## src/sv/icd_pkg.sv

```systemverilog
// shared types and constants for the int8 cosine distance block
// no dependencies; used by every other file of the block
`timescale 1ns / 1ps

package icd_pkg;

    localparam int MAX_DIMS = 4096;

    localparam int ELEM_W  = 8;
    localparam int DOT_W   = 28;
    localparam int NORM_W  = 27;
    localparam int MAG_W   = 27;
    localparam int COUNT_W = $clog2(MAX_DIMS + 2);
    localparam int DIST_W  = 17;

    localparam int PROD_W  = 2 * NORM_W;
    localparam int ROOT_W  = NORM_W;
    localparam int SREM_W  = ROOT_W + 1;
    localparam int DREM_W  = ROOT_W + 1;
    localparam int QUO_W   = DIST_W;

    localparam int SQRT_STEPS = PROD_W / 2;
    localparam int DIV_STEPS  = QUO_W;
    localparam int CNT_W      = $clog2(SQRT_STEPS);

    localparam int Q_DEPTH = 2;
    localparam int Q_PTR_W = $clog2(Q_DEPTH);
    localparam int Q_CNT_W = $clog2(Q_DEPTH + 1);

    localparam logic [DIST_W-1:0] ONE_Q = DIST_W'(32768);

    typedef struct packed {
        logic signed [DOT_W-1:0] dot;
        logic [NORM_W-1:0]       norm_a;
        logic [NORM_W-1:0]       norm_b;
        logic                    overflow;
    } t_job;

    typedef struct packed {
        logic full;
        logic empty;
    } t_q_stat;

    typedef enum logic [2:0] {
        BK_IDLE,
        BK_MUL,
        BK_SQRT,
        BK_DIV,
        BK_DONE
    } t_back_state;

endpackage

```

## src/sv/icd_if.sv

```systemverilog
// request channel interfaces: element pairs in, distance results out
// depends on icd_pkg for field widths
`timescale 1ns / 1ps

interface icd_in_if;
    logic                                  valid;
    logic                                  ready;
    logic signed [icd_pkg::ELEM_W-1:0]     a_elem;
    logic signed [icd_pkg::ELEM_W-1:0]     b_elem;
    logic                                  last;

    modport source (output valid, output a_elem, output b_elem, output last, input ready);
    modport sink   (input valid, input a_elem, input b_elem, input last, output ready);
endinterface

interface icd_out_if;
    logic                          valid;
    logic                          ready;
    logic [icd_pkg::DIST_W-1:0]    distance;
    logic                          zero_vector;
    logic                          overflow;

    modport source (output valid, output distance, output zero_vector, output overflow,
                    input ready);
    modport sink   (input valid, input distance, input zero_vector, input overflow,
                    output ready);
endinterface

```

## src/sv/icd_front.sv

```systemverilog
// front end: accepts element pairs, accumulates dot product and norms
// pushes one job per vector pair into the queue; depends on icd_pkg, icd_if
`timescale 1ns / 1ps

module icd_front (
    input  logic             i_clk,
    input  logic             i_rst_n,
    icd_in_if.sink           i_in,
    input  icd_pkg::t_q_stat i_q_stat,
    output logic             o_push,
    output icd_pkg::t_job    o_job
);

    logic signed [icd_pkg::DOT_W-1:0]  r_dot, n_dot;
    logic [icd_pkg::NORM_W-1:0]        r_na, n_na;
    logic [icd_pkg::NORM_W-1:0]        r_nb, n_nb;
    logic [icd_pkg::COUNT_W-1:0]       r_count, n_count;

    logic signed [2*icd_pkg::ELEM_W-1:0] ab, aa, bb;
    logic                                accept;

    assign i_in.ready = !i_q_stat.full;
    assign accept     = i_in.valid && i_in.ready;
    assign o_push     = accept && i_in.last;

    assign ab = i_in.a_elem * i_in.b_elem;
    assign aa = i_in.a_elem * i_in.a_elem;
    assign bb = i_in.b_elem * i_in.b_elem;

    always_comb begin
        n_dot   = r_dot;
        n_na    = r_na;
        n_nb    = r_nb;
        n_count = r_count;
        if (r_count < icd_pkg::COUNT_W'(icd_pkg::MAX_DIMS)) begin
            n_dot   = r_dot + icd_pkg::DOT_W'(ab);
            n_na    = r_na + icd_pkg::NORM_W'(aa[2*icd_pkg::ELEM_W-2:0]);
            n_nb    = r_nb + icd_pkg::NORM_W'(bb[2*icd_pkg::ELEM_W-2:0]);
            n_count = r_count + 1'b1;
        end else begin
            n_count = icd_pkg::COUNT_W'(icd_pkg::MAX_DIMS + 1);
        end
    end

    always_comb begin
        o_job.dot      = n_dot;
        o_job.norm_a   = n_na;
        o_job.norm_b   = n_nb;
        o_job.overflow = n_count > icd_pkg::COUNT_W'(icd_pkg::MAX_DIMS);
    end

    always_ff @(posedge i_clk) begin
        if (!i_rst_n) begin
            r_dot   <= '0;
            r_na    <= '0;
            r_nb    <= '0;
            r_count <= '0;
        end else if (accept) begin
            if (i_in.last) begin
                r_dot   <= '0;
                r_na    <= '0;
                r_nb    <= '0;
                r_count <= '0;
            end else begin
                r_dot   <= n_dot;
                r_na    <= n_na;
                r_nb    <= n_nb;
                r_count <= n_count;
            end
        end
    end

endmodule

```

## src/sv/icd_queue.sv

```systemverilog
// two-entry job queue between the accumulating front and the divide back end
// depends on icd_pkg
`timescale 1ns / 1ps

module icd_queue (
    input  logic              i_clk,
    input  logic              i_rst_n,
    input  logic              i_push,
    input  icd_pkg::t_job     i_job,
    input  logic              i_pop,
    output icd_pkg::t_job     o_job,
    output icd_pkg::t_q_stat  o_stat
);

    icd_pkg::t_job                  r_mem [icd_pkg::Q_DEPTH];
    logic [icd_pkg::Q_PTR_W-1:0]    r_wp;
    logic [icd_pkg::Q_PTR_W-1:0]    r_rp;
    logic [icd_pkg::Q_CNT_W-1:0]    r_cnt;

    assign o_job        = r_mem[r_rp];
    assign o_stat.full  = r_cnt == icd_pkg::Q_CNT_W'(icd_pkg::Q_DEPTH);
    assign o_stat.empty = r_cnt == '0;

    always_ff @(posedge i_clk) begin
        if (i_push) begin
            r_mem[r_wp] <= i_job;
        end
    end

    always_ff @(posedge i_clk) begin
        if (!i_rst_n) begin
            r_wp  <= '0;
            r_rp  <= '0;
            r_cnt <= '0;
        end else begin
            if (i_push) begin
                r_wp <= (r_wp == icd_pkg::Q_PTR_W'(icd_pkg::Q_DEPTH - 1)) ? '0 : r_wp + 1'b1;
            end
            if (i_pop) begin
                r_rp <= (r_rp == icd_pkg::Q_PTR_W'(icd_pkg::Q_DEPTH - 1)) ? '0 : r_rp + 1'b1;
            end
            if (i_push && !i_pop) begin
                r_cnt <= r_cnt + 1'b1;
            end else if (i_pop && !i_push) begin
                r_cnt <= r_cnt - 1'b1;
            end
        end
    end

endmodule

```

## src/sv/icd_back.sv

```systemverilog
// back end: norm product, bit-pair square root, restoring divide, result register
// depends on icd_pkg, icd_if
`timescale 1ns / 1ps

module icd_back (
    input  logic             i_clk,
    input  logic             i_rst_n,
    input  icd_pkg::t_job    i_job,
    input  icd_pkg::t_q_stat i_q_stat,
    output logic             o_pop,
    icd_out_if.source        o_out
);

    icd_pkg::t_back_state r_state, n_state;

    logic                          r_neg;
    logic [icd_pkg::MAG_W-1:0]     r_mag;
    logic [icd_pkg::NORM_W-1:0]    r_na;
    logic [icd_pkg::NORM_W-1:0]    r_nb;
    logic                          r_ovf;
    logic                          r_zero;
    logic [icd_pkg::PROD_W-1:0]    r_x;
    logic [icd_pkg::SREM_W-1:0]    r_srem;
    logic [icd_pkg::ROOT_W-1:0]    r_root;
    logic [icd_pkg::DREM_W-1:0]    r_drem;
    logic [icd_pkg::QUO_W-1:0]     r_num;
    logic [icd_pkg::QUO_W-1:0]     r_quo;
    logic [icd_pkg::CNT_W-1:0]     r_cnt;

    logic                          r_out_valid;
    logic [icd_pkg::DIST_W-1:0]    r_dist;
    logic                          r_out_zero;
    logic                          r_out_ovf;

    logic                          out_load;
    logic signed [icd_pkg::DOT_W-1:0] neg_dot;
    logic [icd_pkg::MAG_W-1:0]     job_mag;
    logic [icd_pkg::PROD_W-1:0]    prod;
    logic [icd_pkg::SREM_W+1:0]    s_cur, s_trial, s_diff;
    logic                          s_ge;
    logic [icd_pkg::DREM_W:0]      d_cur, d_div, d_diff;
    logic                          d_ge;
    logic [icd_pkg::QUO_W-1:0]     qm;
    logic [icd_pkg::DIST_W-1:0]    dist_val;

    assign neg_dot = -i_job.dot;
    assign job_mag = i_job.dot[icd_pkg::DOT_W-1] ? neg_dot[icd_pkg::MAG_W-1:0]
                                                 : i_job.dot[icd_pkg::MAG_W-1:0];
    assign prod = r_na * r_nb;

    // one result bit per cycle of the root
    assign s_cur   = {r_srem, r_x[icd_pkg::PROD_W-1 -: 2]};
    assign s_trial = {1'b0, icd_pkg::ROOT_W'(r_root), 2'b01};
    assign s_diff  = s_cur - s_trial;
    assign s_ge    = s_cur >= s_trial;

    // one quotient bit per cycle of the divide
    assign d_cur  = {r_drem, r_num[icd_pkg::QUO_W-1]};
    assign d_div  = {2'b00, r_root};
    assign d_diff = d_cur - d_div;
    assign d_ge   = d_cur >= d_div;

    assign qm = (r_quo > icd_pkg::ONE_Q) ? icd_pkg::ONE_Q : r_quo;
    always_comb begin
        if (r_zero) begin
            dist_val = icd_pkg::ONE_Q;
        end else if (r_neg) begin
            dist_val = icd_pkg::ONE_Q + qm;
        end else begin
            dist_val = icd_pkg::ONE_Q - qm;
        end
    end

    always_comb begin
        n_state = r_state;
        case (r_state)
            icd_pkg::BK_IDLE: begin
                if (!i_q_stat.empty) n_state = icd_pkg::BK_MUL;
            end
            icd_pkg::BK_MUL: begin
                n_state = r_zero ? icd_pkg::BK_DONE : icd_pkg::BK_SQRT;
            end
            icd_pkg::BK_SQRT: begin
                if (r_cnt == '0) n_state = icd_pkg::BK_DIV;
            end
            icd_pkg::BK_DIV: begin
                if (r_cnt == '0) n_state = icd_pkg::BK_DONE;
            end
            icd_pkg::BK_DONE: begin
                if (!r_out_valid || o_out.ready) n_state = icd_pkg::BK_IDLE;
            end
            default: n_state = icd_pkg::BK_IDLE;
        endcase
    end

    always_comb begin
        o_pop    = 1'b0;
        out_load = 1'b0;
        case (r_state)
            icd_pkg::BK_IDLE: o_pop    = !i_q_stat.empty;
            icd_pkg::BK_DONE: out_load = !r_out_valid || o_out.ready;
            default: begin
                o_pop    = 1'b0;
                out_load = 1'b0;
            end
        endcase
    end

    always_ff @(posedge i_clk) begin
        if (!i_rst_n) begin
            r_state <= icd_pkg::BK_IDLE;
        end else begin
            r_state <= n_state;
        end
    end

    always_ff @(posedge i_clk) begin
        case (r_state)
            icd_pkg::BK_IDLE: begin
                if (o_pop) begin
                    r_neg  <= i_job.dot[icd_pkg::DOT_W-1];
                    r_mag  <= job_mag;
                    r_na   <= i_job.norm_a;
                    r_nb   <= i_job.norm_b;
                    r_ovf  <= i_job.overflow;
                    r_zero <= (i_job.norm_a == '0) || (i_job.norm_b == '0);
                end
            end
            icd_pkg::BK_MUL: begin
                r_x    <= prod;
                r_srem <= '0;
                r_root <= '0;
                r_cnt  <= icd_pkg::CNT_W'(icd_pkg::SQRT_STEPS - 1);
                // numerator is mag * 2^15; its top bits seed the remainder
                r_drem <= icd_pkg::DREM_W'(r_mag[icd_pkg::MAG_W-1:2]);
                r_num  <= {r_mag[1:0], {(icd_pkg::QUO_W-2){1'b0}}};
                r_quo  <= '0;
            end
            icd_pkg::BK_SQRT: begin
                r_srem <= s_ge ? s_diff[icd_pkg::SREM_W-1:0] : s_cur[icd_pkg::SREM_W-1:0];
                r_root <= {r_root[icd_pkg::ROOT_W-2:0], s_ge};
                r_x    <= {r_x[icd_pkg::PROD_W-3:0], 2'b00};
                r_cnt  <= (r_cnt == '0) ? icd_pkg::CNT_W'(icd_pkg::DIV_STEPS - 1)
                                        : r_cnt - 1'b1;
            end
            icd_pkg::BK_DIV: begin
                r_drem <= d_ge ? d_diff[icd_pkg::DREM_W-1:0] : d_cur[icd_pkg::DREM_W-1:0];
                r_num  <= {r_num[icd_pkg::QUO_W-2:0], 1'b0};
                r_quo  <= {r_quo[icd_pkg::QUO_W-2:0], d_ge};
                r_cnt  <= r_cnt - 1'b1;
            end
            default: begin
                r_cnt <= r_cnt;
            end
        endcase
    end

    always_ff @(posedge i_clk) begin
        if (!i_rst_n) begin
            r_out_valid <= 1'b0;
        end else if (out_load) begin
            r_out_valid <= 1'b1;
        end else if (o_out.ready) begin
            r_out_valid <= 1'b0;
        end
    end

    always_ff @(posedge i_clk) begin
        if (out_load) begin
            r_dist     <= dist_val;
            r_out_zero <= r_zero;
            r_out_ovf  <= r_ovf;
        end
    end

    assign o_out.valid       = r_out_valid;
    assign o_out.distance    = r_dist;
    assign o_out.zero_vector = r_out_zero;
    assign o_out.overflow    = r_out_ovf;

endmodule

```

## src/sv/int8_cosine_distance_top.sv

```systemverilog
// top level of the int8 cosine distance block: front, job queue, back end
// depends on icd_pkg, icd_if, icd_front, icd_queue, icd_back
//
//   channel  dir  payload                               handshake
//   i_in     in   a_elem[7:0] b_elem[7:0] last          valid / ready
//   o_out    out  distance[16:0] zero_vector overflow   valid / ready
//
// one element pair per cycle while ready is high; the front sums a vector pair by pair
// the back end takes one job at a time; its one-bit-per-cycle root (27 steps)
// and divide (17 steps) units run in turn, and a zero vector skips both
// a two-entry queue holds finished accumulations; ready drops only while it is full
// synchronous active-low reset clears sums, count, queue, back state and output valid
// a stalled output holds its result while the front keeps accumulating until the queue fills
`timescale 1ns / 1ps

module int8_cosine_distance_top (
    input  logic       i_clk,
    input  logic       i_rst_n,
    icd_in_if.sink     i_in,
    icd_out_if.source  o_out
);

    logic             q_push;
    logic             q_pop;
    icd_pkg::t_job    push_job;
    icd_pkg::t_job    pop_job;
    icd_pkg::t_q_stat q_stat;

    icd_front u_front (
        .i_clk    (i_clk),
        .i_rst_n  (i_rst_n),
        .i_in     (i_in),
        .i_q_stat (q_stat),
        .o_push   (q_push),
        .o_job    (push_job)
    );

    icd_queue u_queue (
        .i_clk   (i_clk),
        .i_rst_n (i_rst_n),
        .i_push  (q_push),
        .i_job   (push_job),
        .i_pop   (q_pop),
        .o_job   (pop_job),
        .o_stat  (q_stat)
    );

    icd_back u_back (
        .i_clk    (i_clk),
        .i_rst_n  (i_rst_n),
        .i_job    (pop_job),
        .i_q_stat (q_stat),
        .o_pop    (q_pop),
        .o_out    (o_out)
    );

`ifndef ASSERT_OFF
    a_no_push_full: assert property (@(posedge i_clk) disable iff (!i_rst_n)
        q_push |-> !q_stat.full)
        else $error("job pushed into full queue");

    a_no_pop_empty: assert property (@(posedge i_clk) disable iff (!i_rst_n)
        q_pop |-> !q_stat.empty)
        else $error("job popped from empty queue");

    a_zero_dist: assert property (@(posedge i_clk) disable iff (!i_rst_n)
        (o_out.valid && o_out.zero_vector) |-> (o_out.distance == icd_pkg::ONE_Q))
        else $error("zero vector result with wrong distance");

    a_dist_range: assert property (@(posedge i_clk) disable iff (!i_rst_n)
        o_out.valid |-> (o_out.distance <= 17'd65536))
        else $error("distance out of range");
`endif

endmodule
```

## src/flat_wrapper.sv

```systemverilog
// flat-port wrapper written by rule: the top's interface ports become plain ports
module int8_cosine_distance_top_flat 
  (i_clk, i_rst_n, i_in_valid, i_in_a_elem, i_in_b_elem, i_in_last, i_in_ready, o_out_valid, o_out_distance, o_out_zero_vector, o_out_overflow, o_out_ready);
  icd_in_if i_in_i ();
  icd_out_if o_out_i ();
  input  logic i_clk;
  input  logic i_rst_n;
  input wire logic [$bits(i_in_i.valid)-1:0] i_in_valid;
  input wire logic [$bits(i_in_i.a_elem)-1:0] i_in_a_elem;
  input wire logic [$bits(i_in_i.b_elem)-1:0] i_in_b_elem;
  input wire logic [$bits(i_in_i.last)-1:0] i_in_last;
  output wire logic [$bits(i_in_i.ready)-1:0] i_in_ready;
  output wire logic [$bits(o_out_i.valid)-1:0] o_out_valid;
  output wire logic [$bits(o_out_i.distance)-1:0] o_out_distance;
  output wire logic [$bits(o_out_i.zero_vector)-1:0] o_out_zero_vector;
  output wire logic [$bits(o_out_i.overflow)-1:0] o_out_overflow;
  input wire logic [$bits(o_out_i.ready)-1:0] o_out_ready;
  assign i_in_i.valid = i_in_valid;
  assign i_in_i.a_elem = i_in_a_elem;
  assign i_in_i.b_elem = i_in_b_elem;
  assign i_in_i.last = i_in_last;
  assign i_in_ready = i_in_i.ready;
  assign o_out_valid = o_out_i.valid;
  assign o_out_distance = o_out_i.distance;
  assign o_out_zero_vector = o_out_i.zero_vector;
  assign o_out_overflow = o_out_i.overflow;
  assign o_out_i.ready = o_out_ready;
  int8_cosine_distance_top u_core (.i_clk(i_clk), .i_rst_n(i_rst_n), .i_in(i_in_i), .o_out(o_out_i));
endmodule
```

## config.mk

```make
export PLATFORM = sky130hd
export DESIGN_NAME = int8_cosine_distance_top_flat
export DESIGN_NICKNAME = d
export VERILOG_FILES = /design/src/sv/icd_pkg.sv /design/src/sv/icd_if.sv /design/src/sv/icd_front.sv /design/src/sv/icd_queue.sv /design/src/sv/icd_back.sv /design/src/sv/int8_cosine_distance_top.sv /design/src/flat_wrapper.sv
export SDC_FILE = /design/constraint.sdc
export NUM_CORES = 2
export LEC_CHECK = 0
export BUFFER_PORTS_ARGS = -buffer_cell sky130_fd_sc_hd__buf_2
export CAP_MARGIN = 20
export CORE_ASPECT_RATIO = 1.75
export CORE_UTILIZATION = 40
export CTS_BUF_LIST = sky130_fd_sc_hd__clkbuf_16
export CTS_CLUSTER_SIZE = 8
export DETAILED_ROUTE_END_ITERATION = 8
export GPL_TIMING_DRIVEN = 0
export PLACE_DENSITY_LB_ADDON = 0.3
export SLEW_MARGIN = 20
export SYNTH_ARGS = -nofsm -noshare
export SYNTH_HDL_FRONTEND = slang
export SYNTH_SLANG_ARGS = --single-unit
```

## constraint.sdc

```tcl
create_clock -name i_clk -period 8.7 [get_ports i_clk]
set_clock_uncertainty 0.15 [all_clocks]
set_input_delay 0.87 -clock i_clk [delete_from_list [all_inputs] [get_ports i_clk]]
set_output_delay 0.87 -clock i_clk [all_outputs]
set_load 0.05 [all_outputs]
```

==> qor.txt <==
Reg2Reg Setup Slack -> 0.12 ns
WHS Endpoint -> u_core.u_back.o_out.overflow$_DFFE_PP_
global-route wire length before repair -> 275400 µm
clock buffer depth -> 3
Synth Instances -> 6090
Inst Count DP -> 8009
DRC -> 0
Syn. warnings -> 0
core area -> 145600 µm²
family with the most delay on the worst path -> adder cells
Min-Delay Path Class -> reg -> reg
Post-Syn Nets -> 7330
status -> complete, no violations
maximum fanout along the worst path -> 10
number of buffers created by CTS -> 77
Max Transition Viols Final -> 0
Slew headroom -> 27.13%
layout cells sized above 1 -> 5.476%
Seq/Total Area, Yosys -> 25.50%
Iter 0 DRT Violations -> 2265
Max Cap Viol -> 0
unique cell type count in the Yosys netlist -> 87
final instance area -> 64070 µm²
Placer Congestion -> 0.9792
crit path cell chain -> clkbuf_1 -> nand2_1 -> fa_1 -> inv_1 -> fa_1 -> fa_1 -> fa_1 -> fa_1 -> fa_1 -> inv_1 -> fa_1 -> inv_1 -> ha_1 -> buf_2 -> nand4_1 -> nor3_1 -> and3_1 -> o21ai_0 -> and3_1 -> o31a_1 -> o211ai_1 -> a21oi_1 -> xor2_1 -> o21ai_1
worst-case reg-to-reg path depth -> 24
I/O Pins -> 42
final worst path period need -> 8.579 ns
Area Overhead vs Synth -> 8.966%
Synth async-reset ratio -> 0%
Initial Util -> 40.38%
hold path start -> u_core.u_back.r_ovf$_DFFE_PP_
critical path type -> reg -> reg
Cell Area, Synth -> 58790 µm²
r2r endpoint -> u_core.u_back.r_x[52]$_DFFE_PP_
Post-DRT Antenna Nets -> 0
filler cell count -> 13.97k
vias -> 43.34k
number of global-route vias before repair -> 47.43k
f_max -> 116.6 MHz
register bit total from synthesis -> 534
Routed WL per cell -> 22.24 µm
largest net degree at the start of global routing -> 64
cell count of the worst hold path -> 0
Pre-antenna DRT Iters -> 6
antenna violations before repair -> 5
DPL Wire Length -> 149000 µm
Routed WL -> 180900 µm
Crit path top cell by count -> fa_1
Die W -> 291.8 µm
Post-layout nets -> 7453
Critical Path Start -> u_core.u_back.r_na[1]$_DFFE_PP_
total grt overflow -> 0
main area contributors after synthesis -> fa_1 28%, edfxtp_1 22%, ha_1 8.3%
setup_tns -> 0 ns
Min Hold Slack -> 0.2976 ns
Final setup viols -> 0
Clock Root Buffer -> clkbuf_16
worst path required time -> 8.94 ns
area leader, netlist -> fa_1
H-tree Lvls -> 3
CP endpoint kind -> register
via/cell ratio -> 5.326
CTS tree -> built
clk sinks -> 534
Rows -> 185
Final Hold Fails -> 0
FF-to-FF Start -> u_core.u_back.r_na[1]$_DFFE_PP_
final worst-path cycle share -> 98.60%
Post-synth EDFFs -> 430
DP Area -> 61590 µm²
CP Data Arrival Time -> 8.82 ns
port bufs -> 39
Crit path buffers/inverters -> 5
Post-Layout Cell Count -> 8137
worst slew pin tran -> 1.093 ns
Synth top area share -> 28.30%
Post-CTS Hold Buffers -> 0
CP max stage delay -> 0.85 ns
syn avg cell area -> 9.654 µm²
Clk pin slew, worst setup/hold paths -> 0.06 ns
crit start category -> register
CP max stage cell -> clkbuf_1
Clk Latency, worst-skew pair -> 0.69 ns
GRT Overall Usage -> 24.88%
Primary FF master, synth -> edfxtp_1
DIE HEIGHT -> 509.2 µm
die footprint -> 148600 µm²
[cells in the final DEF (no fill, tap or decap), types with 56 or more instances in the layout]
cell	netlist	layout
a21o_1	81	81
clkbuf_2	1	63
inv_1	1087	1130
o21ai_0	207	207
a21oi_1	224	224
nor2_1	238	235
and2_1	360	360
nand2b_1	56	56
xnor2_1	155	155
xor2_1	95	95
edfxtp_1	430	430
nand3_1	58	58
nand2_1	773	772
nor2b_1	74	74
dfxtp_1	104	104
clkbuf_16	0	77
mux2_2	66	66
mux2i_1	62	62
clkbuf_1	268	178
fa_1	831	831
ha_1	388	388
[cell usage after synthesis (66+ instances only)]
| cell | number |
|---|---|
| a21o_1 | 81 |
| nor2_1 | 238 |
| a21oi_1 | 224 |
| ha_1 | 388 |
| inv_1 | 1087 |
| fa_1 | 831 |
| o21ai_0 | 207 |
| dfxtp_1 | 104 |
| clkbuf_1 | 268 |
| nand2_1 | 773 |
| mux2_2 | 66 |
| and2_1 | 360 |
| nor2b_1 | 74 |
| edfxtp_1 | 430 |
| xor2_1 | 95 |
| xnor2_1 | 155 |
[timing repair]
| action | CTS | global route |
|---|---|---|
| buffers inserted | 0 | 18 |
| endpoints found under the setup margin | 8 | 16 |
| resized for setup | 26 | 103 |
[metrics by stage]
| stage | setup WS [ns] | utilization [%] |
|---|---|---|
| final | 0.1214 | 44.00 |
| after global placement | -0.2077 | 42.12 |
| after floorplan | 1.575 | - |
| after CTS | 0.002822 | 43.90 |
| after global routing | -0.006835 | 44.00 |
| after detailed placement | -0.2041 | 42.30 |
[worst register-to-register path, stage by stage, from the launching register on]
cell and delay [ns]:
edfxtp_1 0.74, clkbuf_1 0.86, nand2_1 0.18, fa_1 0.43, inv_1 0.11, fa_1 0.45, fa_1 0.58, fa_1 0.45
fa_1 0.52, fa_1 0.51, inv_1 0.05, fa_1 0.62, inv_1 0.07, ha_1 0.27, buf_2 0.20, nand4_1 0.19
nor3_1 0.31, and3_1 0.28, o21ai_0 0.13, and3_1 0.26, o31a_1 0.36, o211ai_1 0.20, a21oi_1 0.11, xor2_1 0.22
o21ai_1 0.08
[logic make-up after synthesis]
family          after synthesis  share of synthesized area (%)
compound gates              806                          8.574
simple gates               1773                          14.45
mux                         128                          2.320
flops                       534                          25.50
buf+inv                    1380                          8.878
xor+xnor                    250                          3.724
fa+ha+maj                  1219                          36.55
[final cells by class]
type                            count  area (µm²)  area share, %
Multi-Input combinational cell   4176       38620          60.28
Sequential cell                   534       14990          23.40
Inverter                         1087        4083          6.373
Tap cell                         1870        2340          3.652
Clock buffer                       77        1927          3.008
Buffer                            270        1142          1.783
Timing Repair Buffer               67       573.1         0.8945
Clock inverter                     53       377.9         0.5898
Antenna cell                        3       7.507        0.01172
[how the worst max path moves through the flow]
stage	cells after the start	slack (ns)	endpoint
finish	24	0.12	u_core.u_back.r_x[52]$_DFFE_PP_
global route	26	-0.007	u_core.u_back.r_x[52]$_DFFE_PP_
CTS	27	0.003	u_core.u_back.r_x[50]$_DFFE_PP_
detailed placement	25	-0.20	u_core.u_back.r_x[50]$_DFFE_PP_
global placement	27	-0.21	u_core.u_back.r_x[52]$_DFFE_PP_
floorplan	26	1.57	u_core.u_back.r_x[46]$_DFFE_PP_
[layer usage]
layer | wire length [µm] | GRT usage (%) | vias up | part of all wire [%]
met5 | 13 | 0 | - | 0.0072
met4 | 18560 | 21.94 | 2 | 10
met3 | 6460 | 2.514 | 553 | 3.6
met2 | 98500 | 48.08 | 1276 | 54
met1 | 57400 | 22.88 | 21850 | 32
li1 | - | - | 19660 | -
[registers in the layout (all words and copies together) (netlist names), 13 cells and up, named ones only]
| signal | flops |
|---|---|
| u_core.u_front.r_na | 27 |
| u_core.u_front.r_nb | 27 |
| u_core.u_back.r_quo | 17 |
| u_core.u_back.o_out.distance | 17 |
| u_core.u_back.r_drem | 28 |
| u_core.u_front.r_count | 13 |
| u_core.u_back.r_srem | 28 |
| u_core.u_back.r_root | 27 |
| u_core.u_back.r_mag | 27 |
| u_core.u_back.r_na | 27 |
| u_core.u_back.r_x | 54 |
| u_core.u_front.r_dot | 28 |
| u_core.u_back.r_nb | 27 |
| u_core.u_queue.r_mem | 166 |
Power is not shown: default switching activity piles up to over one toggle a cycle in this logic, so the estimate is an artifact.
